### src/design/lts_pkg.sv
// Shared types and codes for the lottery task scheduler
package lts_pkg;

  localparam int PRIO_W = 7;
  localparam int FRAC_W = 16;
  localparam logic [PRIO_W-1:0] MAX_PRIO = 7'd100;

  typedef enum logic [1:0] {
    SLOT_FREE    = 2'd0,
    SLOT_READY   = 2'd1,
    SLOT_BLOCKED = 2'd2
  } slot_st_t;

  typedef enum logic [1:0] {
    MODE_CREATE = 2'd0,
    MODE_KILL   = 2'd1,
    MODE_SCHED  = 2'd2,
    MODE_BLOCK  = 2'd3
  } mode_t;

  localparam logic [1:0] ERR_OK      = 2'd0;
  localparam logic [1:0] ERR_FULL    = 2'd1;
  localparam logic [1:0] ERR_NO_TASK = 2'd2;

  typedef enum logic [3:0] {
    ST_IDLE,
    ST_C_RD,
    ST_C_CHK,
    ST_C_PAR,
    ST_C_WPAR,
    ST_K_RD,
    ST_K_CHK,
    ST_K_PCHK,
    ST_K_FREE,
    ST_S_RD,
    ST_S_ACC,
    ST_S_MUL,
    ST_S_PRD,
    ST_S_PCHK,
    ST_RESP
  } fsm_t;

  typedef struct packed {
    logic rd;
    logic wr;
  } mem_ctl_t;

endpackage

### src/design/lottery_task_scheduler.sv
// Lottery task scheduler top level: slot table sequencer and result register
//
//   channel | direction | handshake          | payload
//   in_     | input     | in_valid/in_stall   | mode, priority_req, block_parent, target, fraction
//   out_    | output    | out_valid/out_stall | error, task_index, active_task
//
// One item at a time through the single slot table port, a read and a check per slot visit.
// Create scans for a free slot and may link a parent; block reads and rewrites the target;
// kill walks the child chain; schedule runs a sum pass, a multiply and a pick pass.
// Reset clears the table at once through per-slot written flags, no sweep.
// A waiting result does not stop the next item; a stalled result holds the last state.
module lottery_task_scheduler
  import lts_pkg::*;
#(
  parameter int TASK_SLOTS = 16
) (
  input  logic              clk,
  input  logic              rst_n,
  input  logic              in_valid,
  output logic              in_stall,
  input  logic [1:0]        in_mode,
  input  logic signed [7:0] in_priority_req,
  input  logic              in_block_parent,
  input  logic [3:0]        in_target_task,
  input  logic [15:0]       in_random_fraction,
  output logic              out_valid,
  input  logic              out_stall,
  output logic [1:0]        out_error,
  output logic [3:0]        out_task_index,
  output logic [3:0]        out_active_task
);

  localparam int SW    = $clog2(TASK_SLOTS);
  localparam int LW    = SW + 1;
  localparam int SUM_W = $clog2(TASK_SLOTS * 100 + 1);
  localparam int MUL_W = FRAC_W + SUM_W;
  localparam int EW    = 2 + PRIO_W + 2 * LW;
  localparam logic [SW-1:0] LAST = SW'(TASK_SLOTS - 1);

  typedef struct packed {
    logic [1:0]        st;
    logic [PRIO_W-1:0] prio;
    logic [LW-1:0]     par;
    logic [LW-1:0]     chd;
  } entry_t;

  fsm_t state_r, state_nxt;

  mode_t             mode_r, mode_nxt;
  logic [PRIO_W-1:0] prio_r, prio_nxt;
  logic              link_r, link_nxt;
  logic [FRAC_W-1:0] frac_r, frac_nxt;
  logic [SW-1:0]     cnt_r, cnt_nxt;
  logic [SW-1:0]     slot_r, slot_nxt;
  logic [SW-1:0]     t_r, t_nxt;
  logic [SW-1:0]     steps_r, steps_nxt;
  logic              first_r, first_nxt;
  logic [LW-1:0]     cl_r, cl_nxt;
  logic [SUM_W-1:0]  sum_r, sum_nxt;
  logic [SUM_W-1:0]  cum_r, cum_nxt;
  logic [MUL_W-1:0]  lhs_r, lhs_nxt;
  entry_t            ent_r, ent_nxt;
  logic [SW-1:0]     cur_r, cur_nxt;
  logic [1:0]        err_r, err_nxt;
  logic [SW-1:0]     idx_r, idx_nxt;

  logic              out_valid_r;
  logic [1:0]        out_error_r;
  logic [3:0]        out_index_r;
  logic [3:0]        out_active_r;

  mem_ctl_t          mctl;
  logic [SW-1:0]     maddr;
  entry_t            wd;
  logic [EW-1:0]     rdata;
  logic              rvalid;
  entry_t            rd;
  logic              occ;
  logic              ready;

  logic [6:0]        tgt_w;
  logic              tgt_ok;
  logic [PRIO_W-1:0] prio_clamp;
  logic [SUM_W-1:0]  cum_add;
  logic              win;
  logic              accept;
  logic              load_out;

  lts_mem #(
    .DEPTH (TASK_SLOTS),
    .DW    (EW)
  ) u_mem (
    .clk    (clk),
    .rst_n  (rst_n),
    .ctl    (mctl),
    .addr   (maddr),
    .wdata  (wd),
    .rdata  (rdata),
    .rvalid (rvalid)
  );

  assign rd    = entry_t'(rdata);
  assign occ   = rvalid && (rd.st != SLOT_FREE);
  assign ready = rvalid && (rd.st == SLOT_READY);

  assign tgt_w  = 7'(in_target_task);
  assign tgt_ok = tgt_w < 7'(TASK_SLOTS);

  always_comb begin
    if (in_priority_req < 8'sd0) begin
      prio_clamp = '0;
    end else if (in_priority_req > 8'sd100) begin
      prio_clamp = MAX_PRIO;
    end else begin
      prio_clamp = in_priority_req[PRIO_W-1:0];
    end
  end

  assign cum_add  = cum_r + SUM_W'(rd.prio);
  // winner once the running sum scaled by 2^16 passes fraction times total
  assign win      = ready && ({cum_add, 16'b0} > lhs_r);
  assign accept   = (state_r == ST_IDLE) && in_valid;
  assign load_out = (state_r == ST_RESP) && (!out_valid_r || !out_stall);
  assign in_stall = (state_r != ST_IDLE);

  // next state
  always_comb begin
    state_nxt = state_r;
    case (state_r)
      ST_IDLE: begin
        if (in_valid) begin
          case (mode_t'(in_mode))
            MODE_CREATE: state_nxt = ST_C_RD;
            MODE_SCHED:  state_nxt = ST_S_RD;
            default:     state_nxt = tgt_ok ? ST_K_RD : ST_RESP;
          endcase
        end
      end
      ST_C_RD:  state_nxt = ST_C_CHK;
      ST_C_CHK: begin
        if (!occ) begin
          state_nxt = link_r ? ST_C_PAR : ST_RESP;
        end else if (cnt_r == LAST) begin
          state_nxt = ST_RESP;
        end else begin
          state_nxt = ST_C_RD;
        end
      end
      ST_C_PAR:  state_nxt = occ ? ST_C_WPAR : ST_RESP;
      ST_C_WPAR: state_nxt = ST_RESP;
      ST_K_RD:   state_nxt = ST_K_CHK;
      ST_K_CHK: begin
        if (!occ || mode_r == MODE_BLOCK) begin
          state_nxt = ST_RESP;
        end else begin
          state_nxt = rd.par[SW] ? ST_K_PCHK : ST_K_FREE;
        end
      end
      ST_K_PCHK: state_nxt = ST_K_FREE;
      ST_K_FREE: state_nxt = (cl_r[SW] && steps_r != LAST) ? ST_K_RD : ST_RESP;
      ST_S_RD:   state_nxt = ST_S_ACC;
      ST_S_ACC:  state_nxt = (cnt_r == LAST) ? ST_S_MUL : ST_S_RD;
      ST_S_MUL:  state_nxt = (sum_r == '0) ? ST_RESP : ST_S_PRD;
      ST_S_PRD:  state_nxt = ST_S_PCHK;
      ST_S_PCHK: begin
        if (win || cnt_r == LAST) begin
          state_nxt = ST_RESP;
        end else begin
          state_nxt = ST_S_PRD;
        end
      end
      ST_RESP:   state_nxt = load_out ? ST_IDLE : ST_RESP;
      default:   state_nxt = ST_IDLE;
    endcase
  end

  // table accesses and working registers
  always_comb begin
    mctl      = '0;
    maddr     = '0;
    wd        = '0;
    mode_nxt  = mode_r;
    prio_nxt  = prio_r;
    link_nxt  = link_r;
    frac_nxt  = frac_r;
    cnt_nxt   = cnt_r;
    slot_nxt  = slot_r;
    t_nxt     = t_r;
    steps_nxt = steps_r;
    first_nxt = first_r;
    cl_nxt    = cl_r;
    sum_nxt   = sum_r;
    cum_nxt   = cum_r;
    lhs_nxt   = lhs_r;
    ent_nxt   = ent_r;
    cur_nxt   = cur_r;
    err_nxt   = err_r;
    idx_nxt   = idx_r;
    case (state_r)
      ST_IDLE: begin
        if (accept) begin
          mode_nxt  = mode_t'(in_mode);
          prio_nxt  = prio_clamp;
          link_nxt  = in_block_parent;
          frac_nxt  = in_random_fraction;
          t_nxt     = tgt_w[SW-1:0];
          cnt_nxt   = '0;
          steps_nxt = '0;
          first_nxt = 1'b1;
          sum_nxt   = '0;
          idx_nxt   = '0;
          err_nxt   = (mode_t'(in_mode) == MODE_KILL || mode_t'(in_mode) == MODE_BLOCK)
                      && !tgt_ok ? ERR_NO_TASK : ERR_OK;
        end
      end
      ST_C_RD: begin
        mctl.rd = 1'b1;
        maddr   = cnt_r;
      end
      ST_C_CHK: begin
        if (!occ) begin
          slot_nxt = cnt_r;
          idx_nxt  = cnt_r;
          if (link_r) begin
            mctl.rd = 1'b1;
            maddr   = cur_r;
          end else begin
            mctl.wr = 1'b1;
            maddr   = cnt_r;
            wd      = '{st: SLOT_READY, prio: prio_r, par: '0, chd: '0};
          end
        end else if (cnt_r == LAST) begin
          err_nxt = ERR_FULL;
        end else begin
          cnt_nxt = cnt_r + 1'b1;
        end
      end
      ST_C_PAR: begin
        mctl.wr = 1'b1;
        maddr   = slot_r;
        wd      = '{st: SLOT_READY, prio: prio_r,
                    par: occ ? {1'b1, cur_r} : '0, chd: '0};
        ent_nxt = rd;
      end
      ST_C_WPAR: begin
        mctl.wr = 1'b1;
        maddr   = cur_r;
        wd      = ent_r;
        wd.chd  = {1'b1, slot_r};
      end
      ST_K_RD: begin
        mctl.rd = 1'b1;
        maddr   = t_r;
      end
      ST_K_CHK: begin
        if (!occ) begin
          if (first_r) begin
            err_nxt = ERR_NO_TASK;
          end
        end else if (mode_r == MODE_BLOCK) begin
          mctl.wr = 1'b1;
          maddr   = t_r;
          wd      = rd;
          wd.st   = SLOT_BLOCKED;
        end else begin
          if (first_r) begin
            idx_nxt = t_r;
          end
          cl_nxt = rd.chd;
          if (rd.par[SW]) begin
            mctl.rd = 1'b1;
            maddr   = rd.par[SW-1:0];
          end
        end
      end
      ST_K_PCHK: begin
        // parent entry arrives here; release it and drop its link to us
        if (occ) begin
          mctl.wr = 1'b1;
          maddr   = ent_r.par[SW-1:0];
          wd      = rd;
          if (rd.st == SLOT_BLOCKED) begin
            wd.st = SLOT_READY;
          end
          if (rd.chd[SW] && rd.chd[SW-1:0] == t_r) begin
            wd.chd = '0;
          end
        end
      end
      ST_K_FREE: begin
        mctl.wr = 1'b1;
        maddr   = t_r;
        wd      = '{st: SLOT_FREE, prio: '0, par: '0, chd: '0};
        if (cl_r[SW] && steps_r != LAST) begin
          t_nxt     = cl_r[SW-1:0];
          steps_nxt = steps_r + 1'b1;
          first_nxt = 1'b0;
        end
      end
      ST_S_RD: begin
        mctl.rd = 1'b1;
        maddr   = cnt_r;
      end
      ST_S_ACC: begin
        if (ready) begin
          sum_nxt = sum_r + SUM_W'(rd.prio);
        end
        cnt_nxt = cnt_r + 1'b1;
      end
      ST_S_MUL: begin
        lhs_nxt = MUL_W'(frac_r) * MUL_W'(sum_r);
        cnt_nxt = '0;
        cum_nxt = '0;
      end
      ST_S_PRD: begin
        mctl.rd = 1'b1;
        maddr   = cnt_r;
      end
      ST_S_PCHK: begin
        if (ready) begin
          cum_nxt = cum_add;
        end
        if (win) begin
          cur_nxt = cnt_r;
        end else begin
          cnt_nxt = cnt_r + 1'b1;
        end
      end
      default: ;
    endcase
    // keep the child entry: the parent's address is needed in the cycle after it arrives
    if (state_r == ST_K_CHK) begin
      ent_nxt = rd;
    end
  end

  always_ff @(posedge clk) begin
    if (!rst_n) begin
      state_r     <= ST_IDLE;
      cur_r       <= '0;
      out_valid_r <= 1'b0;
    end else begin
      state_r <= state_nxt;
      cur_r   <= cur_nxt;
      if (load_out) begin
        out_valid_r <= 1'b1;
      end else if (!out_stall) begin
        out_valid_r <= 1'b0;
      end
    end
  end

  always_ff @(posedge clk) begin
    mode_r  <= mode_nxt;
    prio_r  <= prio_nxt;
    link_r  <= link_nxt;
    frac_r  <= frac_nxt;
    cnt_r   <= cnt_nxt;
    slot_r  <= slot_nxt;
    t_r     <= t_nxt;
    steps_r <= steps_nxt;
    first_r <= first_nxt;
    cl_r    <= cl_nxt;
    sum_r   <= sum_nxt;
    cum_r   <= cum_nxt;
    lhs_r   <= lhs_nxt;
    ent_r   <= ent_nxt;
    err_r   <= err_nxt;
    idx_r   <= idx_nxt;
    if (load_out) begin
      out_error_r  <= err_r;
      out_index_r  <= 4'(idx_r);
      out_active_r <= 4'(cur_r);
    end
  end

  assign out_valid       = out_valid_r;
  assign out_error       = out_error_r;
  assign out_task_index  = out_index_r;
  assign out_active_task = out_active_r;

endmodule

### src/design/lts_mem.sv
// Slot table memory: one port, registered read, per-entry written flags
module lts_mem
  import lts_pkg::*;
#(
  parameter int DEPTH = 16,
  parameter int DW    = 20,
  localparam int AW   = $clog2(DEPTH)
) (
  input  logic          clk,
  input  logic          rst_n,
  input  mem_ctl_t      ctl,
  input  logic [AW-1:0] addr,
  input  logic [DW-1:0] wdata,
  output logic [DW-1:0] rdata,
  output logic          rvalid
);

  logic [DW-1:0]    mem [DEPTH];
  logic [DW-1:0]    rdata_r;
  logic [DEPTH-1:0] wrt_r;
  logic             rvld_r;

  always_ff @(posedge clk) begin
    if (ctl.wr) begin
      mem[addr] <= wdata;
    end
    if (ctl.rd) begin
      rdata_r <= mem[addr];
    end
  end

  // an entry never written reads back as a free slot
  always_ff @(posedge clk) begin
    if (!rst_n) begin
      wrt_r  <= '0;
      rvld_r <= 1'b0;
    end else begin
      if (ctl.wr) begin
        wrt_r[addr] <= 1'b1;
      end
      if (ctl.rd) begin
        rvld_r <= wrt_r[addr];
      end
    end
  end

  assign rdata  = rdata_r;
  assign rvalid = rvld_r;

endmodule

### config.mk
export PLATFORM = sky130hd
export DESIGN_NAME = lottery_task_scheduler
export DESIGN_NICKNAME = d
export VERILOG_FILES = /design/src/design/lts_pkg.sv /design/src/design/lottery_task_scheduler.sv /design/src/design/lts_mem.sv
export SDC_FILE = /design/constraint.sdc
export NUM_CORES = 1
export LEC_CHECK = 0
export BUFFER_PORTS_ARGS = -buffer_cell sky130_fd_sc_hd__buf_4
export CAP_MARGIN = 25
export CORE_MARGIN = 3
export CORE_UTILIZATION = 59
export CTS_BUF_LIST = sky130_fd_sc_hd__clkbuf_4
export DETAILED_ROUTE_END_ITERATION = 7
export GPL_TIMING_DRIVEN = 0
export PLACE_DENSITY = 0.83
export SLEW_MARGIN = 20
export SYNTH_ARGS = -nofsm -noshare
export SYNTH_HDL_FRONTEND = slang
export SYNTH_SLANG_ARGS = --single-unit
### constraint.sdc
create_clock -name clk -period 6.9 [get_ports clk]
set_input_delay 0.69 -clock clk [delete_from_list [all_inputs] [get_ports clk]]
set_output_delay 0.69 -clock clk [all_outputs]
set_load 0.02 [all_outputs]
Word-level counts from Yosys, hierarchy flattened. Memory sizes are Yosys's and may differ from the RTL's. A register that Yosys moved wholly into a read port is not among the register bits. Cells that the tools add are included. Widths: inputs -> output; s select.

Eq/ne operators: 38. Magnitude comparators: 6. Reductions and logical operators: 43. $add $sub $neg: 4. Mux-type cells: 82. Bitwise logic cells: 3. Shift operators: 0. $mul: 1. Divide/modulo/power cells: 0.

Operator list (count): $mux 4 (27); $mux 19 (5); $pmux 19 s5 (1); $pmux 4 s15 (1); $pmux 11 s2 (2); $mux 18 (2); $mux 11 (3); $eq 4x4->1 const B (8); $ne 2x2->1 const B (14); $pmux 4 s7 (1); $gt 27x27->1 (1); $mul 16x11->27 (1); $mux 2 (12); $pmux 4 s2 (3); $add 11x7->11 (2); $pmux 4 s5 (1); $eq 4x3->1 const B (4); $or 16x16->16 (1); $mux 1 (14); $pmux 4 s3 (1); $reduce_and 6->1 (2); $logic_not 11->1 (1); $lt 4x5->1 const B (2); $mux 5 (2); other kinds (34) (66).

Memories kept: 1. Word-level logic and storage cells: 205. Bits in writable memories: 304. Bits in read-only memories: 0. Input port bits: 35. Output and inout bits: 12. Flip-flop bits (word level): 153. Bits in latches: 0.

Memories: u_mem.mem (depth 16, bits a word 19, rd ports 1, clocked after memory_dff 1, wr ports 1, RTL line lts_mem.sv:18) `logic [DW-1:0] mem [DEPTH];`.

Depth between registers and ports, before layout. Gate-level depths: netlist (run 1).

Depth after elaboration: 9. Mapped depth: 22. Mapped depth without buffers: 20.

Modules after synthesis. From an unflattened synthesis (run 1), not the netlist that was laid out.

Cell total of the unflattened synthesis: 1726. Area, all modules: 24922.7 sq um.

By module, submodules not included: lts_mem (instances 1, cells an instance 514, sequential area each 10039.6 sq um, area each 12736.0 sq um); lottery_task_scheduler (instances 1, cells an instance 1212, sequential area each 3993.8 sq um, area each 12186.7 sq um).

Worst setup path after synthesis (run 1). OpenSTA, ideal clock, no wires.

Kind: register to register. From: register sum_r[7]. To: register lhs_r[24] (data pin). Slack: 1.543 ns. Clock period less this slack: 5.357 ns. Data required time: 6.636 ns. Data arrival time: 5.094 ns. Stages on the path, launching flop included: 21. Path buffers: 2. Setup time: 0.264 ns. Path through: edfxtp_1 clkbuf_1 clkbuf_1 nand2_1 fa_1 inv_1 fa_1 fa_1 fa_1 inv_1 fa_1 inv_1 ha_1 o21a_1 o211ai_1 a21oi_1 a21oi_1 o31ai_1 o21ai_0 a31oi_1 xor2_1.

Cells in the longest elaborated chain, start to end: 1.

RTL lines: from (decl) (RTL line lottery_task_scheduler.sv:59) `logic [SUM_W-1:0] sum_r, sum_nxt;`; from (signal assigned) (RTL line lottery_task_scheduler.sv:364) `sum_r <= sum_nxt;`; $mul 16x11->27 (RTL line lottery_task_scheduler.sv:311) `lhs_nxt = MUL_W'(frac_r) * MUL_W'(sum_r);`; to (signal assigned) (RTL line lottery_task_scheduler.sv:366) `lhs_r <= lhs_nxt;`; to (decl) (RTL line lottery_task_scheduler.sv:61) `logic [MUL_W-1:0] lhs_r, lhs_nxt;`.

Every way passes these cells. A chain may end at the register's enable or synchronous reset.

Final worst setup path (run 1).
From: register sum_r[8]. To: register lhs_r[25] (data pin).

Same word-level chain as after synthesis.

==> results.md, run 1 <==
- The number of distinct standard cells referenced by the synthesized netlist is 75.
- The number of global-route vias before repair came to 17.53k.
- The filler-free cell count of the finished design is 2819.
- Timing would allow up to approximately 160 MHz.
- The share of synthesized flip-flops with an asynchronous set or reset is 0%.
- Among all flip-flop cells after synthesis, the most frequent one is sky130_fd_sc_hd__edfxtp_1.
- The critical path in this run is classified as reg -> reg.
- After detailed routing, the average wire length per cell comes to approximately 21 um.
- The H-tree was split into 3 levels.
- Wires add up to about 59000 um.
- The total standard cell area after synthesis is approximately 0.026 mm^2.
- For this run, design rule violations remaining after detail routing come to 0.
- The class of the worst hold path is in -> reg.
- The initial cell density of the core is 60.47%.
- Summed over all nets, the half-perimeter wirelength after detailed placement is around 41000 um.
- On the final layout, the worst clock skew is between 0.06 and 0.07 ns.
- The end-of-flow core utilization is between 60% and 70%.
- The required arrival time at the worst endpoint is ~7.5 ns.
- The clock tree from TritonCTS is built.
- The number of slew-limit violations in the final report is 0.
- The type of element launching the critical path is a flip-flop.
- Setup repair after global routing left no endpoint under its margin.
- The end of the worst register-to-register path is lhs_r[25].
- The origin of the critical flop-to-flop path is sum_r[8].
- Setup violations remaining at the end of the flow were counted as 0.
- Relative to the synthesized area, the layout overhead comes to 11.64%.
- Sorting the synthesized cells by area gives the leading types as sky130_fd_sc_hd__edfxtp_1 53%, sky130_fd_sc_hd__fa_1 9.9%, sky130_fd_sc_hd__mux2i_1 4.9%.
- The gate count after technology mapping is between 1.5k and 2k.
- The cell at the root of the clock tree is sky130_fd_sc_hd__clkbuf_4.
- Dividing the detail-routed via count by the number of cells gives roughly 6.
- Summing the sequential cell areas from Yosys gives a little over half of the chip area.
- The die covers about 0.046 mm^2.
- After the last flow step, the layout net total stands at roughly 2.4k.
- The initial antenna violation count is 3.
- The setup TNS after final layout is 0 ns.
- The flow ran to the end, and the final reports show no timing, DRC or antenna violations.
- The endpoint of the worst hold path is prio_r[5].
- The number of nets handed over by synthesis was between 2k and 2.5k.
- The count of max-cap constraint violations is 0.
- The area of combinational cells with multiple inputs is 0.01053 mm^2.
- The number of failing hold endpoints at the final stage was 0.
- The portion of synthesized cell area occupied by the leading cell type is a little over half.
- The most common cell in the netlist is sky130_fd_sc_hd__edfxtp_1.
- In this run the standard cell core region covers roughly 0.042 mm^2.
- Clock latency on the worst-skew pair, taken at its later pin, is around 0.90 ns.
- The routed design could run at a clock period as short as roughly 6.4 ns.
- The initial detailed-routing violation count is around 1.7k.
- The number of buffers added on ports is 46.
- By count the netlist is led by 450 x sky130_fd_sc_hd__edfxtp_1, 192 x sky130_fd_sc_hd__inv_1, 182 x sky130_fd_sc_hd__nand2_1, 127 x sky130_fd_sc_hd__fa_1, 126 x sky130_fd_sc_hd__mux2i_1.
- The arrival time reported for the critical path endpoint is between 6 and 7 ns.
- The maximum number of pins on one net before global-route repair is 30.
- sky130_fd_sc_hd__edfxtp_1 takes more of the synthesized area than any other cell.
- The I/O pin count is 47.
- For this run, the total global-route usage over all layers was measured as 25.94%.
- The depth of the worst register-to-register path is 20.
- The routed layout has about 17k vias.
- The global placement routability congestion is 0.9002.
- The number of buffers added by the clock tree synthesis step is between 100 and 150.
- The number of buffers inserted by post-CTS setup repair is 0.
- The post-route netlist has approximately 16% of its cells at a drive strength greater than 1.
- Measured against its own limit, the worst slew margin works out to a little under two fifths.
- Clock-pin slew was measured on the worst setup and hold paths at around 0.070 ns.
- The pre-antenna-repair detailed-routing pass consisted of 6 iterations.
- The kind of end point of the critical path is a flip-flop.
- Synthesis inferred 476 register bits.
- Counting tap cells, the placed design contains a total of about 2.6k instances.
- The total of warnings raised by yosys is 0.
- The number of core rows is 75.
- The slew at the pin closest to its max-slew limit is 0.9045 ns.
- The filler cell count is approximately 3k.
- The flip-flop and latch area is ~0.014 mm^2.
- The floorplan step set the die width to roughly 210 um.
- In this run, synthesis inferred 450 flip-flops with an integrated enable.
- The vertical die dimension is roughly 210 um.
- The largest buffer count on any clock path is 3.
- The peak fanout along the critical path is 10.
- The total grt overflow is 0.
- The internal reg-to-reg setup slack is between 0.5 and 0.6 ns.
- The startpoint identified for the worst hold timing path is in_priority_req[7].
- The first global-routing pass estimated 93380 um of wire.
- The average instance in the mapped netlist occupies approximately 13 um^2.
- The number of clock sinks is 476.
- Once detail routing completed, the nets flagged for antenna violations numbered 0.
- The final cycle utilization of the critical path is roughly 93%.
- The number of cells on the worst hold path is 2.
## area by class of cell
type | instances | share of cell area (%)
inverter | 196 | 2.574
antenna | 2 | 0.01748
timing repair buffer | 78 | 2.456
clock inverter | 46 | 0.8564
multi-input combinational | 1191 | 36.79
tap | 577 | 2.521
buffer | 92 | 1.560
clock buffer | 161 | 4.221
sequential | 476 | 49.01
## cell usage in the layout, fill, tap and decap left out, types with 39 or more instances in the layout
cell type and n:
sky130_fd_sc_hd__nor2_1 64, sky130_fd_sc_hd__and2_1 107, sky130_fd_sc_hd__buf_4 56, sky130_fd_sc_hd__clkbuf_4 161
sky130_fd_sc_hd__fa_1 127, sky130_fd_sc_hd__inv_1 191, sky130_fd_sc_hd__o211ai_1 41, sky130_fd_sc_hd__a21oi_1 40
sky130_fd_sc_hd__ha_1 92, sky130_fd_sc_hd__edfxtp_1 450, sky130_fd_sc_hd__clkbuf_1 58, sky130_fd_sc_hd__mux2_2 39
sky130_fd_sc_hd__nand2_1 182, sky130_fd_sc_hd__mux2i_1 126
## sequential cells by signal (all words and copies together) (netlist names), 2 cells and up
signal,flops
cl_r,5
cnt_r,4
cum_r,11
cur_r,4
ent_r,14
err_r,2
frac_r,16
idx_r,4
lhs_r,27
mode_r,2
out_active_task,4
out_error,2
out_task_index,4
prio_r,7
slot_r,4
state_r,4
steps_r,4
sum_r,11
t_r,4
u_mem.mem,304
u_mem.rdata,19
u_mem.wrt_r,16
## metal layers
layer	routed length (um)	track usage, %	vias up	part of all wire [%]
met1	23590	34.57	8237	40
met5	0	0	-	0
met3	5303	6.334	143	9.0
met4	1692	9.470	0	2.9
li1	-	-	7460	-
met2	28150	41.90	812	48
## critical path: stages, from the launching register on
cell	delay [ns]
sky130_fd_sc_hd__edfxtp_1	0.35
sky130_fd_sc_hd__clkbuf_1	0.48
sky130_fd_sc_hd__clkbuf_1	0.47
sky130_fd_sc_hd__nand2_1	0.15
sky130_fd_sc_hd__fa_1	0.53
sky130_fd_sc_hd__fa_1	0.50
sky130_fd_sc_hd__inv_1	0.05
sky130_fd_sc_hd__fa_1	0.47
sky130_fd_sc_hd__fa_1	0.49
sky130_fd_sc_hd__inv_1	0.05
sky130_fd_sc_hd__fa_1	0.48
sky130_fd_sc_hd__inv_1	0.04
sky130_fd_sc_hd__ha_1	0.37
sky130_fd_sc_hd__nand2_1	0.08
sky130_fd_sc_hd__o31ai_1	0.25
sky130_fd_sc_hd__a41oi_1	0.09
sky130_fd_sc_hd__o21ai_0	0.45
sky130_fd_sc_hd__a21o_1	0.28
sky130_fd_sc_hd__o221ai_1	0.23
sky130_fd_sc_hd__nand3_1	0.14
sky130_fd_sc_hd__o211ai_1	0.10
## worst max-delay path by stage
| stage | from | to | cells past startpoint |
|---|---|---|---|
| floorplan | sum_r[7] | lhs_r[24] | 20 |
| detailed placement | sum_r[7] | lhs_r[20] | 20 |
| CTS | sum_r[7] | lhs_r[20] | 20 |
| global route | sum_r[7] | lhs_r[25] | 20 |
| finish | sum_r[8] | lhs_r[25] | 20 |
| global placement | sum_r[7] | lhs_r[24] | 20 |
## logic make-up after synthesis
kind of cell / Yosys count / share of synthesized area (%)
flops: 476 / 54.71
buf+inv: 288 / 4.615
compound gates: 261 / 7.127
fa+ha+maj: 219 / 14.40
xor+xnor: 39 / 1.332
simple gates: 487 / 9.429
mux: 185 / 8.385
## metrics by stage
stage / area, um^2 / hold WS (ns) / setup slack (ns)
global route: 28640 / 0.04212 / 0.1291
detailed placement: 26980 / 0.4045 / 0.4061
floorplan: 25650 / 0.4003 / 1.543
CTS: 28620 / 0.03015 / 0.3729
global placement: 26720 / 0.4022 / 0.5107
finish: 28640 / 0.1171 / 0.5108
## what timing repair did
item / 4_1_cts / 5_1_grt
setup endpoints to repair: 0 / 3
hold endpoints to repair: 19 / 0
gates resized for setup: 0 / 1
hold buffers: 19 / 0
Power of run 1 is not shown: default switching activity piles up to over one toggle a cycle in this logic, so the estimate is an artifact.
==> run 2, diff against run 1 <==
--- a/config.mk
+++ b/config.mk
@@ -6,13 +6,14 @@
 export NUM_CORES = 1
 export LEC_CHECK = 0
 export BUFFER_PORTS_ARGS = -buffer_cell sky130_fd_sc_hd__buf_4
-export CAP_MARGIN = 25
+export CAP_MARGIN = 30
 export CORE_MARGIN = 3
 export CORE_UTILIZATION = 59
 export CTS_BUF_LIST = sky130_fd_sc_hd__clkbuf_4
 export DETAILED_ROUTE_END_ITERATION = 7
 export GPL_TIMING_DRIVEN = 0
 export PLACE_DENSITY = 0.83
+export RECOVER_POWER = 25
 export SLEW_MARGIN = 20
 export SYNTH_ARGS = -nofsm -noshare
 export SYNTH_HDL_FRONTEND = slang
==> results.md, run 2 (synthesized netlist as in run 1, its figures left out) <==
- The number of global-route vias before repair came to 17.37k (-0.92%).
- The library cell used most frequently in the layout, excluding fill and tap cells, is sky130_fd_sc_hd__edfxtp_1.
- The count of max-cap constraint violations is 2 (+2).
- The total grt overflow is 0 (unchanged).
- The horizontal die dimension was 214.5 um (unchanged).
- The clock tree from TritonCTS is built.
- The number of core rows was 75 (unchanged).
- The number of clock sinks is 476 (unchanged).
- The maximum number of pins on one net before global-route repair came to 30 (unchanged).
- The DRC violations left was 0 (unchanged).
- The final cycle utilization of the critical path is 94.05% (+1.5 points).
- The number of nets at the end of the flow is 2407 (+0.042%).
- The number of slew-limit violations in the final report is 40 (+40).
- The wire length per cell after detailed routing is 20.73 um (-0.52%).
- The class of the worst hold path is in -> reg.
- The vertical die dimension is 214.5 um (unchanged).
- The wire length of the first global-routing pass is 93370 um (about the same).
- The peak fanout along the critical path is 10 (unchanged).
- The endpoint identified for the worst register-to-register timing path is lhs_r[20].
- Leaving out fill and tap cells, the most frequent cells in the layout are 450 x sky130_fd_sc_hd__edfxtp_1, 193 x sky130_fd_sc_hd__inv_1, 186 x sky130_fd_sc_hd__clkbuf_4.
- The via count was 16.55k (-0.62%).
- The detailed-routing iteration count for the pre-antenna-repair pass was 5 (-1).
- The residual antenna-violating net count after detailed routing came to 0 (unchanged).
- The critical path endpoint is lhs_r[20].
- The headroom to the max-slew limit is -39.23% (-77 points).
- The area inside the core boundary is 0.04242 mm^2 (unchanged).
- The area of the die was 0.04601 mm^2 (unchanged).
- The initial cell density of the core was 60.47% (unchanged).
- The launch point of the worst path is sum_r[7].
- The kind of end point of the critical path is a flip-flop.
- The average via count per standard cell is 5.868 (-0.65%).
- The number of buffers inserted by post-CTS setup repair was 0 (unchanged).
- The clock latency on the worst-skew pair is 0.90 ns (about the same).
- u_mem.mem holds more flip-flops than any other register.
- The I/O pin count is 47 (unchanged).
- The internal reg-to-reg setup slack was 0.41 ns (-0.10 ns).
- Setup repair after global routing left no endpoint under its margin.
- The required arrival time at the worst endpoint came to 7.55 ns (+0.08 ns).
- The number of H-tree branching levels is 3 (unchanged).
- The clock input transition at the sequential cells of the worst setup and hold paths is 0.07 ns (about the same).
- The initial detailed-routing violation count was 1574 (-7.3%).
- The number of failing hold endpoints at the final stage is 0 (unchanged).
- The global placement routability congestion is 0.9002 (unchanged).
- The cell sitting at the root of the clock tree is a sky130_fd_sc_hd__clkbuf_4.
- The start-to-end type of the worst setup path is reg -> reg.
- The number of buffers added on ports is 46 (unchanged).
- The type of element launching the critical path is a flip-flop.
- The share of layout cells above drive strength 1 is 15.06% (-1.0 points).
- The setup TNS after final layout is 0 ns (unchanged).
- The initial antenna violation count is 3 (unchanged).
- The largest buffer count on any clock path came to 3 (unchanged).
- The count of endpoints failing setup in the final report is 0 (unchanged).
- The arrival time reported for the critical path endpoint is 7.14 ns (+0.18 ns).
- The slew at the pin closest to its max-slew limit is 2.059 ns (+1.155 ns).
- The total routing usage reported by global routing is 25.85% (-0.087 points).
- The number of buffers added by the clock tree synthesis step is 116 (-0.85%).
- The clock period minus worst slack is 6.489 ns (+0.1002 ns).
- Compared with the post-synthesis result, the final layout area differs by 11.23%.
- The clock tree skew after final layout was 0.07691 ns (+0.01444 ns).
- The fmax is 154.1 MHz (-1.5%).
- The flow ran to the end, but the final reports show violations.
- The post-detailed-placement half-perimeter wirelength came to 41250 um (about the same).
- The final wirelength was 58450 um (-0.49%).
- The origin of the critical flop-to-flop path is sum_r[7].
- The depth of the worst register-to-register path was 20 (unchanged).
- The checks that failed: max-capacitance violations, max-slew violations.
- The flip-flop count of the largest register after layout is 304 (unchanged).
-- run 2: changes by cell type in the layout (fill, tap and decap cells not counted), sizes merged --
| cell | change |
|---|---|
| buf | -41 |
| clkbuf | +47 |
| clkinv | -11 |
| diode | +3 |
| inv | +2 |
| clkinvlp | +1 |
-- run 2: metrics by stage --
step                      instance area, um^2  hold slack, ns  utilization (%)  setup slack, ns  std cells
after floorplan                         25650          0.4003                -            1.543       1955
after global placement                  26720          0.4022            62.99           0.5107       2578
after detailed placement                26990          0.4045            63.62           0.3639       2592
after CTS                               28640         0.06979            67.51           0.3263       2814
after global routing                    28530         0.07058            67.27          0.05203       2820
final                                   28530          0.1279            67.27           0.4105       2820
-- run 2: final cells by class --
type | count | area (um^2)
flip-flops and latches | 476 | 14030
fillers | 2959 | 13880
multi-input cells | 1191 | 10510
clock buffers | 165 | 1239
inverters | 196 | 737.0
well taps | 577 | 721.9
repair buffers | 80 | 630.6
plain buffers | 92 | 426.7
clock inverters | 38 | 220.2
diodes | 5 | 12.51
-- run 2: worst min path at each step --
stage	start	endpoint	depth (start not counted)
final	in_target_task[3]	t_r[3]	3
after global routing	in_target_task[2]	t_r[2]	3
after CTS	in_target_task[3]	t_r[3]	3
after detailed placement	idx_r[1]	out_task_index[1]	0
after global placement	err_r[1]	out_error[1]	0
after floorplan	err_r[0]	out_error[0]	0
-- run 2: worst max-delay path, cell delays in order, from the launching register on --
cell and delay, ns:
sky130_fd_sc_hd__edfxtp_1 0.37, sky130_fd_sc_hd__clkbuf_1 0.54, sky130_fd_sc_hd__clkbuf_1 0.49, sky130_fd_sc_hd__nand2_1 0.14
sky130_fd_sc_hd__fa_1 0.50, sky130_fd_sc_hd__inv_1 0.05, sky130_fd_sc_hd__fa_1 0.55, sky130_fd_sc_hd__fa_1 0.44
sky130_fd_sc_hd__fa_1 0.50, sky130_fd_sc_hd__inv_1 0.05, sky130_fd_sc_hd__fa_1 0.48, sky130_fd_sc_hd__inv_1 0.04
sky130_fd_sc_hd__ha_1 0.37, sky130_fd_sc_hd__o21a_1 0.15, sky130_fd_sc_hd__o211ai_1 0.08, sky130_fd_sc_hd__a21oi_1 0.24
sky130_fd_sc_hd__a21oi_1 0.16, sky130_fd_sc_hd__o31ai_2 0.46, sky130_fd_sc_hd__o21ai_0 0.25, sky130_fd_sc_hd__a21oi_1 0.24
sky130_fd_sc_hd__xor2_1 0.10
-- run 2: timing repair --
action                     4_1_cts  5_1_grt
setup endpoints to repair        0        3
resized for setup                0        1
hold buffers                    19        0
hold endpoints to repair        19        0
-- run 2: metal layers --
layer	global-route usage, %	up-vias	part of all wire [%]
met1	34.81	8159	41
met4	8.716	0	2.4
met2	42.10	802	48
li1	-	7456	-
met5	0	-	0
met3	5.810	132	8.8
Power of run 2 is left out for the same reason.
==> run 3, diff against run 2 <==
--- a/config.mk
+++ b/config.mk
@@ -11,7 +11,6 @@
 export CORE_UTILIZATION = 59
 export CTS_BUF_LIST = sky130_fd_sc_hd__clkbuf_4
 export DETAILED_ROUTE_END_ITERATION = 7
-export GPL_TIMING_DRIVEN = 0
 export PLACE_DENSITY = 0.83
 export RECOVER_POWER = 25
 export SLEW_MARGIN = 20
==> constraint.sdc (replaced) <==
create_clock -name clk -period 6.9 [get_ports clk]
set_input_delay 2.07 -clock clk [delete_from_list [all_inputs] [get_ports clk]]
set_output_delay 2.07 -clock clk [all_outputs]
set_load 0.02 [all_outputs]
==> results.md, run 3 (synthesized netlist as in run 1, its figures left out) <==
- The detailed-routing iteration count for the pre-antenna-repair pass is 5 (unchanged).
- The flow ran to the end, but the final reports show violations.
- The count of endpoints failing setup in the final report is 0 (unchanged).
- The headroom to the max-slew limit came to -22.28% (+17 points).
- The number of global-route vias before repair is 17.04k (-1.8%).
- The slew at the pin closest to its max-slew limit came to 1.809 ns (-0.2507 ns).
- The initial detailed-routing violation count is 1812 (+15%).
- The cell at the root of the clock tree is sky130_fd_sc_hd__clkbuf_4.
- The maximum number of pins on one net before global-route repair is 109 (+260%).
- The internal reg-to-reg setup slack came to 0.98 ns (+0.57 ns).
- The top cell types in the final layout, fill and taps aside, are 450 x sky130_fd_sc_hd__edfxtp_1, 194 x sky130_fd_sc_hd__inv_1, 194 x sky130_fd_sc_hd__clkbuf_4.
- The start-to-end type of the worst setup path is reg -> reg.
- The origin of the critical flop-to-flop path is sum_r[3].
- The checks that failed: max-capacitance violations, max-slew violations.
- The end of the worst register-to-register path is lhs_r[24].
- The number of cells on the worst hold path is 0 (-3).
- The final wirelength is 56430 um (-3.5%).
- The initial antenna violation count is 3 (unchanged).
- The total grt overflow came to 0 (unchanged).
- The fmax came to 168.9 MHz (+9.6%).
- The clock period minus worst slack was 5.920 ns (-0.5693 ns).
- The number of slew-limit violations in the final report is 65 (+63%).
- The post-detailed-placement half-perimeter wirelength is 37450 um (-9.2%).
- The average via count per standard cell is 5.940 (+1.2%).
- The largest buffer count on any clock path is 3 (unchanged).
- The post-cts hold buffer count is 0 (-19).
- The initial cell density of the core came to 60.47% (unchanged).
- The number of H-tree branching levels is 3 (unchanged).
- In this run the worst hold path is classified as reg -> reg.
- The setup TNS after final layout was 0 ns (unchanged).
- The horizontal die dimension was 214.5 um (unchanged).
- The clock tree skew after final layout is 0.08793 ns (+0.01103 ns).
- The arrival time reported for the critical path endpoint came to 6.47 ns (-0.67 ns).
- Compared with the post-synthesis result, the final layout area differs by 9.488%.
- The number of buffers added by the clock tree synthesis step is 116 (unchanged).
- The area of the die was 0.04601 mm^2 (unchanged).
- The number of buffers inserted by post-CTS setup repair is 0 (unchanged).
- The required arrival time at the worst endpoint is 7.45 ns (-0.10 ns).
- The number of core rows is 75 (unchanged).
- The post-cts resize count is 0 (unchanged).
- The flip-flop count of the largest register after layout was 304 (unchanged).
- The type of element launching the critical path is a flip-flop.
- The clock latency on the worst-skew pair is 0.85 ns (-0.05 ns).
- Leaving out fill and tap cells, the most frequent cell in the layout is sky130_fd_sc_hd__edfxtp_1.
- The number of clock sinks is 476 (unchanged).
- The total routing usage reported by global routing is 25.15% (-0.70 points).
- The final cycle utilization of the critical path is 85.80% (-8.3 points).
- The area inside the core boundary is 0.04242 mm^2 (unchanged).
- The startpoint identified for the worst hold timing path is idx_r[2].
- The vertical die dimension is 214.5 um (unchanged).
- The residual antenna-violating net count after detailed routing is 0 (unchanged).
- The number of nets at the end of the flow is 2312 (-3.9%).
- Setup repair after global routing left no endpoint under its margin.
- The peak fanout along the critical path was 18 (+8).
- The wire length per cell after detailed routing is 20.68 um (-0.24%).
- The number of failing hold endpoints at the final stage was 0 (unchanged).
- The depth of the worst register-to-register path was 18 (-10%).
- The global placement routability congestion is 0.9217 (+2.4%).
- The endpoint of the worst hold path is out_task_index[2].
- The count of max-cap constraint violations is 3 (+1).
- Counting flops per register, the top entry is u_mem.mem.
- The clock input transition at the sequential cells of the worst setup and hold paths is 0.08 ns (about the same).
- The wire length of the first global-routing pass is 90650 um (-2.9%).
- The share of layout cells above drive strength 1 is 15.81% (+0.76 points).
- The via count is 16.21k (-2.0%).
- The clock tree from TritonCTS is built.
- The worst setup path is captured at a flip-flop.
- The DRC violations left is 0 (unchanged).
- The I/O pin count was 47 (unchanged).
- The number of buffers added on ports is 46 (unchanged).
[run 3: routing by layer]
layer  vias up  GRT usage, %  share of wire, %
met1      7982         33.09                40
met2       789         39.80                48
met3       166         6.207               8.9
met4         0         11.80               3.8
li1       7274             -                 -
met5         -             0                 0
[run 3: layout make-up]
| cell class | count | area, um^2 |
|---|---|---|
| inverter | 196 | 737.0 |
| clock inverter | 36 | 167.7 |
| fill | 2963 | 14330 |
| clock buffer | 174 | 1306 |
| multi-input combinational | 1191 | 10540 |
| sequential | 476 | 14030 |
| antenna | 2 | 5.005 |
| timing repair buffer | 77 | 574.3 |
| tap | 577 | 721.9 |
[run 3: stage by stage]
step	cells	hold slack (ns)	worst slack [ns]	area, um^2	util (%)
finish	2729	0.4193	0.9798	28080	66.21
detailed placement	2517	0.4052	1.061	26650	62.83
global route	2729	0.4256	0.6673	28080	66.21
CTS	2727	0.4211	1.023	28120	66.31
floorplan	1955	0.4003	1.543	25650	-
global placement	2516	0.4016	1.271	26650	62.82
[run 3: worst max path at each step]
stage | end | startpoint
2_1_floorplan | lhs_r[24] | sum_r[7]
3_3_place_gp | lhs_r[24] | sum_r[7]
3_5_place_dp | lhs_r[24] | sum_r[2]
4_1_cts | lhs_r[24] | sum_r[5]
5_1_grt | lhs_r[24] | sum_r[2]
6_report | lhs_r[24] | sum_r[3]
[run 3: worst max-delay path, stage by stage (launching register included)]
cell	delay (ns)
sky130_fd_sc_hd__edfxtp_1	0.75
sky130_fd_sc_hd__nand2_1	0.22
sky130_fd_sc_hd__fa_1	0.53
sky130_fd_sc_hd__fa_1	0.52
sky130_fd_sc_hd__inv_1	0.06
sky130_fd_sc_hd__fa_1	0.50
sky130_fd_sc_hd__fa_1	0.49
sky130_fd_sc_hd__inv_1	0.05
sky130_fd_sc_hd__fa_1	0.47
sky130_fd_sc_hd__inv_1	0.04
sky130_fd_sc_hd__ha_1	0.37
sky130_fd_sc_hd__o21a_1	0.15
sky130_fd_sc_hd__o211ai_1	0.08
sky130_fd_sc_hd__a21oi_1	0.16
sky130_fd_sc_hd__a21oi_1	0.13
sky130_fd_sc_hd__o31ai_1	0.53
sky130_fd_sc_hd__o21ai_0	0.24
sky130_fd_sc_hd__a31oi_1	0.27
sky130_fd_sc_hd__xor2_1	0.10
Power of run 3 is left out for the same reason.
